[config.mk]
export PLATFORM = sky130hd
export DESIGN_NAME = status_led_supervisor
export DESIGN_NICKNAME = d
export VERILOG_FILES = /design/src/hdl/sls_pkg.sv /design/src/hdl/status_led_supervisor.sv
export SDC_FILE = /design/constraint.sdc
export NUM_CORES = 1
export LEC_CHECK = 0
export BUFFER_PORTS_ARGS = -buffer_cell sky130_fd_sc_hd__clkbuf_2
export CORE_UTILIZATION = 55
export CTS_CLUSTER_DIAMETER = 50
export DETAILED_ROUTE_END_ITERATION = 10
export PLACE_DENSITY_LB_ADDON = 0.25
export SLEW_MARGIN = 20
export SYNTH_ARGS = -nofsm -noshare
export SYNTH_HDL_FRONTEND = slang
export SYNTH_SLANG_ARGS = --single-unit
[constraint.sdc]
create_clock -name clk -period 4.59 [get_ports clk]
set_clock_uncertainty 0.05 [all_clocks]
set_input_delay 0.6885 -clock clk [delete_from_list [all_inputs] [get_ports clk]]
set_output_delay 0.6885 -clock clk [all_outputs]
set_load 0.005 [all_outputs]
[src/hdl/sls_pkg.sv]
// Shared types and constants for the status LED supervisor.
package sls_pkg;

    localparam int unsigned DIM_W     = 8;
    localparam int unsigned SUPPLY_W  = 12;
    localparam int unsigned HALF_W    = 7;
    localparam int unsigned STEP_W    = 7;
    localparam int unsigned SLOT_W    = 4;
    localparam int unsigned ERR_W     = 16;
    localparam int unsigned MASK_W    = 8;
    localparam int unsigned DUTY_W    = 13;
    localparam int unsigned FADE_W    = 8;
    localparam int unsigned BLINK_W   = 8;
    localparam int unsigned IN_DATA_W  = 40;
    localparam int unsigned OUT_DATA_W = 40;
    localparam int unsigned APB_ADDR_W = 4;
    localparam int unsigned APB_DATA_W = 32;

    // Identify target value that selects every slot.
    localparam logic [SLOT_W-1:0] ALL_SLOTS = 4'd8;

    // Dim levels used by the blink patterns.
    localparam logic [DIM_W-1:0] DIM_LOW   = 8'd1;
    localparam logic [DIM_W-1:0] DIM_ERROR = 8'd100;

    // Duty is 1900 * dim / 100, which is exactly 19 * dim.
    localparam logic [4:0] DUTY_MUL = 5'd19;

    // Register reset values.
    localparam logic [DIM_W-1:0]    IDLE_DIM_RST   = 8'd100;
    localparam logic [SUPPLY_W-1:0] MIN_SUPPLY_RST = 12'd2048;
    localparam logic [HALF_W-1:0]   HALF_RST       = 7'd50;
    localparam logic [STEP_W-1:0]   STEP_RST       = 7'd10;

    typedef enum logic [1:0] {
        REG_IDLE_DIM   = 2'd0,
        REG_MIN_SUPPLY = 2'd1,
        REG_BLINK_HALF = 2'd2,
        REG_FADE_STEP  = 2'd3
    } reg_idx_t;

    typedef enum logic {
        REQ_TICK     = 1'b0,
        REQ_IDENTIFY = 1'b1
    } req_type_t;

    // Input request payload, first field in the highest bits.
    typedef struct packed {
        logic [SUPPLY_W-1:0] supply_level;
        logic [MASK_W-1:0]   pnp_error_mask;
        logic [ERR_W-1:0]    error_bits;
        logic [SLOT_W-1:0]   identify_slot;
    } in_item_t;

    // Result payload, first field in the highest bits.
    typedef struct packed {
        logic [MASK_W-1:0] slot_lit_mask;
        logic [DUTY_W-1:0] led_duty;
        logic [DIM_W-1:0]  dim_level;
        logic [FADE_W-1:0] fade_level;
        logic              supply_ok;
    } out_item_t;

endpackage

[src/hdl/status_led_supervisor.sv]
// Status LED and supply supervisor: input register, one-pass update, result register.
// A tick request waits in the input register until the output is free, then the result register raises m_tvalid.
// Throughput: one request per cycle while results are taken; the fade, blink and identify counters update with it.
// An identify request updates the identify state and gives no result.
// Reset (rst_n low, asynchronous) clears both stages, restores register defaults,
// leaves identify idle, and sets the fade level to zero and rising.
module status_led_supervisor #(
    parameter int unsigned IDENT_PERIOD = 150,
    parameter int unsigned IDENT_BLINKS = 2,
    parameter int unsigned SLOT_COUNT   = 8
) (
    input  logic                               clk,
    input  logic                               rst_n,

    input  logic                               s_tvalid,
    output logic                               s_tready,
    // identify_slot[3:0], error_bits[19:4], pnp_error_mask[27:20], supply_level[39:28]
    input  logic [sls_pkg::IN_DATA_W-1:0]      s_tdata,
    // req_type[0]
    input  logic                               s_tuser,

    output logic                               m_tvalid,
    input  logic                               m_tready,
    // supply_ok[0], fade_level[8:1], dim_level[16:9], led_duty[29:17],
    // slot_lit_mask[37:30], zero[39:38]
    output logic [sls_pkg::OUT_DATA_W-1:0]     m_tdata,

    input  logic                               psel,
    input  logic                               penable,
    input  logic                               pwrite,
    input  logic [sls_pkg::APB_ADDR_W-1:0]     paddr,
    input  logic [sls_pkg::APB_DATA_W-1:0]     pwdata,
    output logic [sls_pkg::APB_DATA_W-1:0]     prdata,
    output logic                               pready
);

    localparam int unsigned IPOS_W = $clog2(IDENT_PERIOD);
    localparam int unsigned IBLK_W = $clog2(IDENT_BLINKS + 1);
    localparam int unsigned E1     = IDENT_PERIOD * 10 / 100;
    localparam int unsigned B2     = IDENT_PERIOD * 20 / 100;
    localparam int unsigned E2     = IDENT_PERIOD * 50 / 100;

    // Configuration registers.
    logic [sls_pkg::DIM_W-1:0]    idle_dim_reg;
    logic [sls_pkg::SUPPLY_W-1:0] min_supply_reg;
    logic [sls_pkg::HALF_W-1:0]   blink_half_reg;
    logic [sls_pkg::STEP_W-1:0]   fade_step_reg;

    // Pipeline registers.
    logic                         in_valid_reg;
    sls_pkg::req_type_t           in_type_reg;
    sls_pkg::in_item_t            in_data_reg;
    logic                         out_valid_reg;
    sls_pkg::out_item_t           out_data_reg;
    sls_pkg::out_item_t           out_data_next;

    // Supervisor state.
    logic [IPOS_W-1:0]            ipos_reg, ipos_next;
    logic [IBLK_W-1:0]            iblk_reg, iblk_next;
    logic [sls_pkg::SLOT_W-1:0]   itarget_reg, itarget_next;
    logic [sls_pkg::BLINK_W-1:0]  blink_reg, blink_next;
    logic [sls_pkg::FADE_W-1:0]   fade_reg, fade_next;
    logic                         rising_reg, rising_next;

    logic                         is_ident;
    logic                         advance;
    logic                         emit;
    logic                         cfg_write;

    // Combinational helpers for the tick update.
    logic                         active;
    logic                         active_after;
    logic                         rising_sel;
    logic                         any_err;
    logic [sls_pkg::DIM_W-1:0]    dim;
    logic [sls_pkg::BLINK_W-1:0]  blink_inc;
    logic [sls_pkg::BLINK_W-1:0]  half_x2;
    logic [sls_pkg::MASK_W-1:0]   pnp;
    logic [sls_pkg::MASK_W-1:0]   lit;
    logic [sls_pkg::SLOT_W-1:0]   slot_clamped;
    logic [sls_pkg::FADE_W-1:0]   fade_top;

    assign is_ident  = (in_type_reg == sls_pkg::REQ_IDENTIFY);
    // An identify request leaves without a result, so it need not wait for the output.
    assign advance   = in_valid_reg && (is_ident || !out_valid_reg || m_tready);
    assign emit      = advance && !is_ident;
    assign s_tready  = !in_valid_reg || advance;
    assign m_tvalid  = out_valid_reg;
    assign m_tdata   = {{(sls_pkg::OUT_DATA_W - $bits(sls_pkg::out_item_t)){1'b0}}, out_data_reg};

    assign pready    = 1'b1;
    assign cfg_write = psel && penable && pwrite && pready;

    always_comb
    begin
        prdata = '0;
        unique case (sls_pkg::reg_idx_t'(paddr[3:2]))
            sls_pkg::REG_IDLE_DIM:   prdata = {24'd0, idle_dim_reg};
            sls_pkg::REG_MIN_SUPPLY: prdata = {20'd0, min_supply_reg};
            sls_pkg::REG_BLINK_HALF: prdata = {25'd0, blink_half_reg};
            sls_pkg::REG_FADE_STEP:  prdata = {25'd0, fade_step_reg};
            default:                 prdata = '0;
        endcase
    end

    always_comb
    begin
        ipos_next    = ipos_reg;
        iblk_next    = iblk_reg;
        itarget_next = itarget_reg;
        blink_next   = blink_reg;
        fade_next    = fade_reg;
        rising_next  = rising_reg;

        active       = (iblk_reg < IBLK_W'(IDENT_BLINKS));
        pnp          = in_data_reg.pnp_error_mask;
        for (int n = 0; n < sls_pkg::MASK_W; n++)
        begin
            if (n >= SLOT_COUNT)
                pnp[n] = 1'b0;
        end
        any_err      = (in_data_reg.error_bits != '0) || (pnp != '0);
        slot_clamped = (in_data_reg.identify_slot > sls_pkg::ALL_SLOTS) ?
                       sls_pkg::ALL_SLOTS : in_data_reg.identify_slot;
        blink_inc    = blink_reg + 8'd1;
        half_x2      = {blink_half_reg, 1'b0};
        fade_top     = 8'd255 - {1'b0, fade_step_reg};

        // Fade direction turns at either end, then the level moves with 8-bit wrap.
        if (fade_reg >= fade_top)
            rising_sel = 1'b0;
        else if (fade_reg <= {1'b0, fade_step_reg})
            rising_sel = 1'b1;
        else
            rising_sel = rising_reg;

        dim = idle_dim_reg;
        if (active)
        begin
            if ((ipos_reg < IPOS_W'(E1)) ||
                ((ipos_reg >= IPOS_W'(B2)) && (ipos_reg < IPOS_W'(E2))))
                dim = sls_pkg::DIM_LOW;
        end
        else if (any_err)
        begin
            dim = ({1'b0, blink_reg} >= {2'b00, blink_half_reg}) ?
                  sls_pkg::DIM_LOW : sls_pkg::DIM_ERROR;
        end

        // The identify pattern has ended once the last period rolls over.
        active_after = active &&
                       !((ipos_reg == IPOS_W'(IDENT_PERIOD - 1)) &&
                         (iblk_reg == IBLK_W'(IDENT_BLINKS - 1)));

        lit = '0;
        for (int n = 0; n < sls_pkg::MASK_W; n++)
        begin
            if (n < SLOT_COUNT)
            begin
                if (active_after)
                    lit[n] = (itarget_reg == sls_pkg::SLOT_W'(n)) ||
                             (itarget_reg == sls_pkg::ALL_SLOTS);
                else
                    lit[n] = pnp[n] || in_data_reg.error_bits[n];
            end
        end

        out_data_next.supply_ok     = (in_data_reg.supply_level >= min_supply_reg);
        out_data_next.fade_level    = rising_sel ? fade_reg + {1'b0, fade_step_reg} :
                                                   fade_reg - {1'b0, fade_step_reg};
        out_data_next.dim_level     = dim;
        out_data_next.led_duty      = sls_pkg::DUTY_W'({5'd0, dim} * sls_pkg::DUTY_MUL);
        out_data_next.slot_lit_mask = lit;

        if (advance)
        begin
            if (is_ident)
            begin
                ipos_next    = '0;
                iblk_next    = '0;
                itarget_next = slot_clamped;
            end
            else
            begin
                rising_next = rising_sel;
                fade_next   = out_data_next.fade_level;
                if (active)
                begin
                    if (ipos_reg == IPOS_W'(IDENT_PERIOD - 1))
                    begin
                        ipos_next = '0;
                        iblk_next = iblk_reg + 1'b1;
                    end
                    else
                    begin
                        ipos_next = ipos_reg + 1'b1;
                    end
                    if (!active_after)
                        itarget_next = sls_pkg::ALL_SLOTS;
                end
                else if (any_err)
                begin
                    blink_next = (blink_inc > half_x2) ? '0 : blink_inc;
                end
            end
        end
    end

    always_ff @(posedge clk or negedge rst_n)
    begin
        if (!rst_n)
        begin
            in_valid_reg   <= 1'b0;
            in_type_reg    <= sls_pkg::REQ_TICK;
            out_valid_reg  <= 1'b0;
            ipos_reg       <= '0;
            iblk_reg       <= IBLK_W'(IDENT_BLINKS);
            itarget_reg    <= sls_pkg::ALL_SLOTS;
            blink_reg      <= '0;
            fade_reg       <= '0;
            rising_reg     <= 1'b1;
            idle_dim_reg   <= sls_pkg::IDLE_DIM_RST;
            min_supply_reg <= sls_pkg::MIN_SUPPLY_RST;
            blink_half_reg <= sls_pkg::HALF_RST;
            fade_step_reg  <= sls_pkg::STEP_RST;
        end
        else
        begin
            if (s_tvalid && s_tready)
            begin
                in_valid_reg <= 1'b1;
                in_type_reg  <= sls_pkg::req_type_t'(s_tuser);
            end
            else if (advance)
            begin
                in_valid_reg <= 1'b0;
            end

            if (emit)
                out_valid_reg <= 1'b1;
            else if (m_tready)
                out_valid_reg <= 1'b0;

            ipos_reg    <= ipos_next;
            iblk_reg    <= iblk_next;
            itarget_reg <= itarget_next;
            blink_reg   <= blink_next;
            fade_reg    <= fade_next;
            rising_reg  <= rising_next;

            if (cfg_write)
            begin
                unique case (sls_pkg::reg_idx_t'(paddr[3:2]))
                    sls_pkg::REG_IDLE_DIM:   idle_dim_reg   <= pwdata[sls_pkg::DIM_W-1:0];
                    sls_pkg::REG_MIN_SUPPLY: min_supply_reg <= pwdata[sls_pkg::SUPPLY_W-1:0];
                    sls_pkg::REG_BLINK_HALF: blink_half_reg <= pwdata[sls_pkg::HALF_W-1:0];
                    sls_pkg::REG_FADE_STEP:  fade_step_reg  <= pwdata[sls_pkg::STEP_W-1:0];
                    default:                 idle_dim_reg   <= idle_dim_reg;
                endcase
            end
        end
    end

    // Payload registers carry no reset.
    always_ff @(posedge clk)
    begin
        if (s_tvalid && s_tready)
            in_data_reg <= sls_pkg::in_item_t'(s_tdata);
        if (emit)
            out_data_reg <= out_data_next;
    end

endmodule

==> run_results.csv <==
group,metric,value,unit
placed_design,dp_hpwl,12900,um
timing,worst_pin_slew,931,ps
timing,setup_viol,0,
grt,grt_max_degree,42,
floorplanning,die-area,15300,um^2
critical_path,start_kind,"flop",
synth,synth.avg_cell_area,11.1,um^2
floorplanning,die_w,124,um
cts,clk_pin_slew,60,ps
final_layout,fin_nets,1004,
grt,grt.total_usage,24.2,%
grt,grt_pass1_vias,5750,
final_layout,seq_area,4030,um^2
synth,yosys.area.top_type,"edfxtp_1",
detailed_routing,vias_per_cell,5.54,
synth,ys_ff_latch,145,
critical_path,worst_path_max_delay_cell,"fa_1",
cts,cts_tree,"done",
critical_path,cp_cell_sequence,"ha_1 > and3_1 > o21ai_0 > o31ai_1 > o31a_1 > buf_4 > buf_4 > a21o_1 > ha_1 > fa_1 > ha_1 > a21boi_0 > o31a_1 > o21ai_0 > xnor2_1",
critical_path,crit_type,"flop to flop",
grt,antenna_found_initial,0,
synth,synth_top_area_share,28.5,%
timing,fmax,0.232,GHz
detailed_routing,drc,0,
synth,synth_edf_count,77,
synth,mappedNetlistArea,8120,um^2
final_layout,area_delta_synth_final,15.8,%
grt,grt_overflow,0,
placed_design,placed_cell_area,8770,um^2
grt,grt_pass1_wl,27700,um
floorplanning,std_cell_rows,44,
detailed_routing,first_iter_violations,353,
timing,hold_violations,0,
cts,insertion_delay,420,ps
critical_path,cp.arrival,4440,ps
timing,setup_ws,273,ps
critical_path,path_common_cell,"ha_1",
synth,ys.flop_type,"edfxtp_1",
critical_path,critPathRequiredTime,4720,ps
cts,cts_hold_buf,0,
timing,min_period_over_period,94.1,%
timing,finalMaxSlewViolations,0,
final_layout,fin_util,64.9,%
synth,synth_cells,731,
synth,synth_area_leaders,"edfxtp_1 (28%), dfrtp_1 (17%), ha_1 (10%), dfstp_2 (3.9%), o21ai_0 (3.5%)",
final_layout,mostFrequentLayoutCell,"clkbuf_2",
final_layout,fillers,1116,
critical_path,crit_family,"compound AO/OA/AOI/OAI gates",
critical_path,crit_buf_inv,2,
floorplanning,core-area,14500,um^2
critical_path,critPathMaxStageDelay,480,ps
floorplanning,io_pins,159,
timing,grt_setup_unrepaired,"no",
final_layout,instances_no_fill,1045,
detailed_routing,num_vias,5790,
worst_hold_path,hp-class,"input pin to async pin",
timing,period_needed,4320,ps
placed_design,io_buffers,113,
detailed_routing,ant_nets,0,
critical_path,cp_max_fo,7,
final_layout,final_area,9400,um^2
outcome,status,"finished clean",
floorplanning,start_util,56.1,%
cts,cts.sinks,145,
cts,h-tree-depth,4,
placed_design,gp_congestion,0.877,
synth,ys_seq_area_share,49.6,%
synth,async_flop_share,46.9,%
final_layout,diodes,0,
timing,tns,0,ps
pwr,ir_worst_vdd,0.337,mV
flow_run,maxCapViolCount,0,
detailed_routing,dr.pass1.iters,4,
detailed_routing,wl_per_cell,16.4,um
detailed_routing,routed_wl,17100,um
placed_design,pre_cts_ws,234,ps
placed_design,dp.cells,1010,
synth,synth_cell_type_count,70,
cts,cts_buffers,17,
timing,max_slew_margin,37.9,%
final_layout,layout-drive-gt1-share,24.3,%
cts,clock-root-buffer,"clkbuf_16",
floorplanning,die_h,124,um
cts,cts.path.max_buffers,2,
final_layout,multi_input_area,3690,um^2
synth,yosysWarningCount,0,
pwr,powerDensity,603,nW/um^2
pwr,leakage,4.28,nW
final_layout,largest_register_ffs,37,
critical_path,cp-end-kind,"flop",
final_layout,final_cell_mix,"clkbuf_2 (113), edfxtp_1 (77), ha_1 (66), nand2_1 (63), inv_1 (59)",
==> worst paths after layout <==
check                      slack [ps]  cells after the start                          end                startpoint
max                               270                     15        m_tdata[27]$_DFFE_PP_   ipos_reg[0]$_DFFE_PN0P_
min                               340                      1      fade_reg[7]$_DFFE_PN0P_                     rst_n
max reg2reg                       270                     15        m_tdata[27]$_DFFE_PP_   ipos_reg[0]$_DFFE_PN0P_
min reg2reg                       410                      1   itarget_reg[2]$_DFFE_PN0P_  in_data_reg[2]$_DFFE_PP_
max in group asynchronous        3120                      2  idle_dim_reg[5]$_DFFE_PN1P_                     rst_n
min in group clk                  390                      1             pnp[0]$_DFFE_PP_               s_tdata[20]
==> report_power, final <==
part / leakage, nW / switching [mW] / total (mW) / internal, mW
clock: 0.280 / 0.540 / 1.39 / 0.845
combinational: 2.44 / 1.28 / 2.26 / 0.972
sequential: 1.57 / 0.235 / 2.03 / 1.79
==> area by class of cell <==
class / instances / share of cell area [%]
Inverter: 60 / 2.40
Timing Repair Buffer: 121 / 6.65
Tap cell: 184 / 2.45
Sequential cell: 145 / 42.9
Clock buffer: 21 / 5.00
Clock inverter: 11 / 1.37
Multi-Input combinational cell: 503 / 39.3
==> per-layer routing <==
metal  up-vias  global-route usage, %  wire length (um)
met1      2791                   28.9              7280
met5         -                      0                 0
met2       171                   42.0              8690
met3        23                   6.09               859
li1       2805                      -                 -
met4         0                   8.81               294
==> cells in the mapped netlist, types with 9 or more instances <==
library cell,n
inv_1,60
mux2_2,17
a21oi_1,25
nand2_1,63
nand3_1,18
o21ai_0,56
nor3_1,9
dfrtp_1,56
nor2b_1,12
ha_1,66
xor2_1,9
a21o_1,18
nor2_1,37
dfstp_2,12
edfxtp_1,77
clkbuf_1,15
buf_4,24
xnor2_1,11
nand2b_1,15
==> logic make-up after synthesis <==
kind of cell | count (synthesis) | synth area share, %
adder cells (fa/ha/maj) | 72 | 11.7
other | 2 | 0.0925
XOR/XNOR | 20 | 2.16
AO/OA/AOI/OAI | 158 | 13.1
buffers and inverters | 104 | 6.04
flip-flops | 145 | 49.6
multiplexers | 27 | 4.67
AND/OR/NAND/NOR | 203 | 12.7
==> stage by stage <==
step	total power, mW	hold slack, ps
after floorplan	3.63	343
after global placement	4.17	400
after detailed placement	4.26	405
after CTS	5.67	377
after global routing	6.06	377
final	5.67	344
==> what timing repair did <==
action,in CTS,in global routing
setup endpoints to repair,0,1
buffers inserted,0,3
resized for setup,0,1
Power figures use the tool's default switching activity.
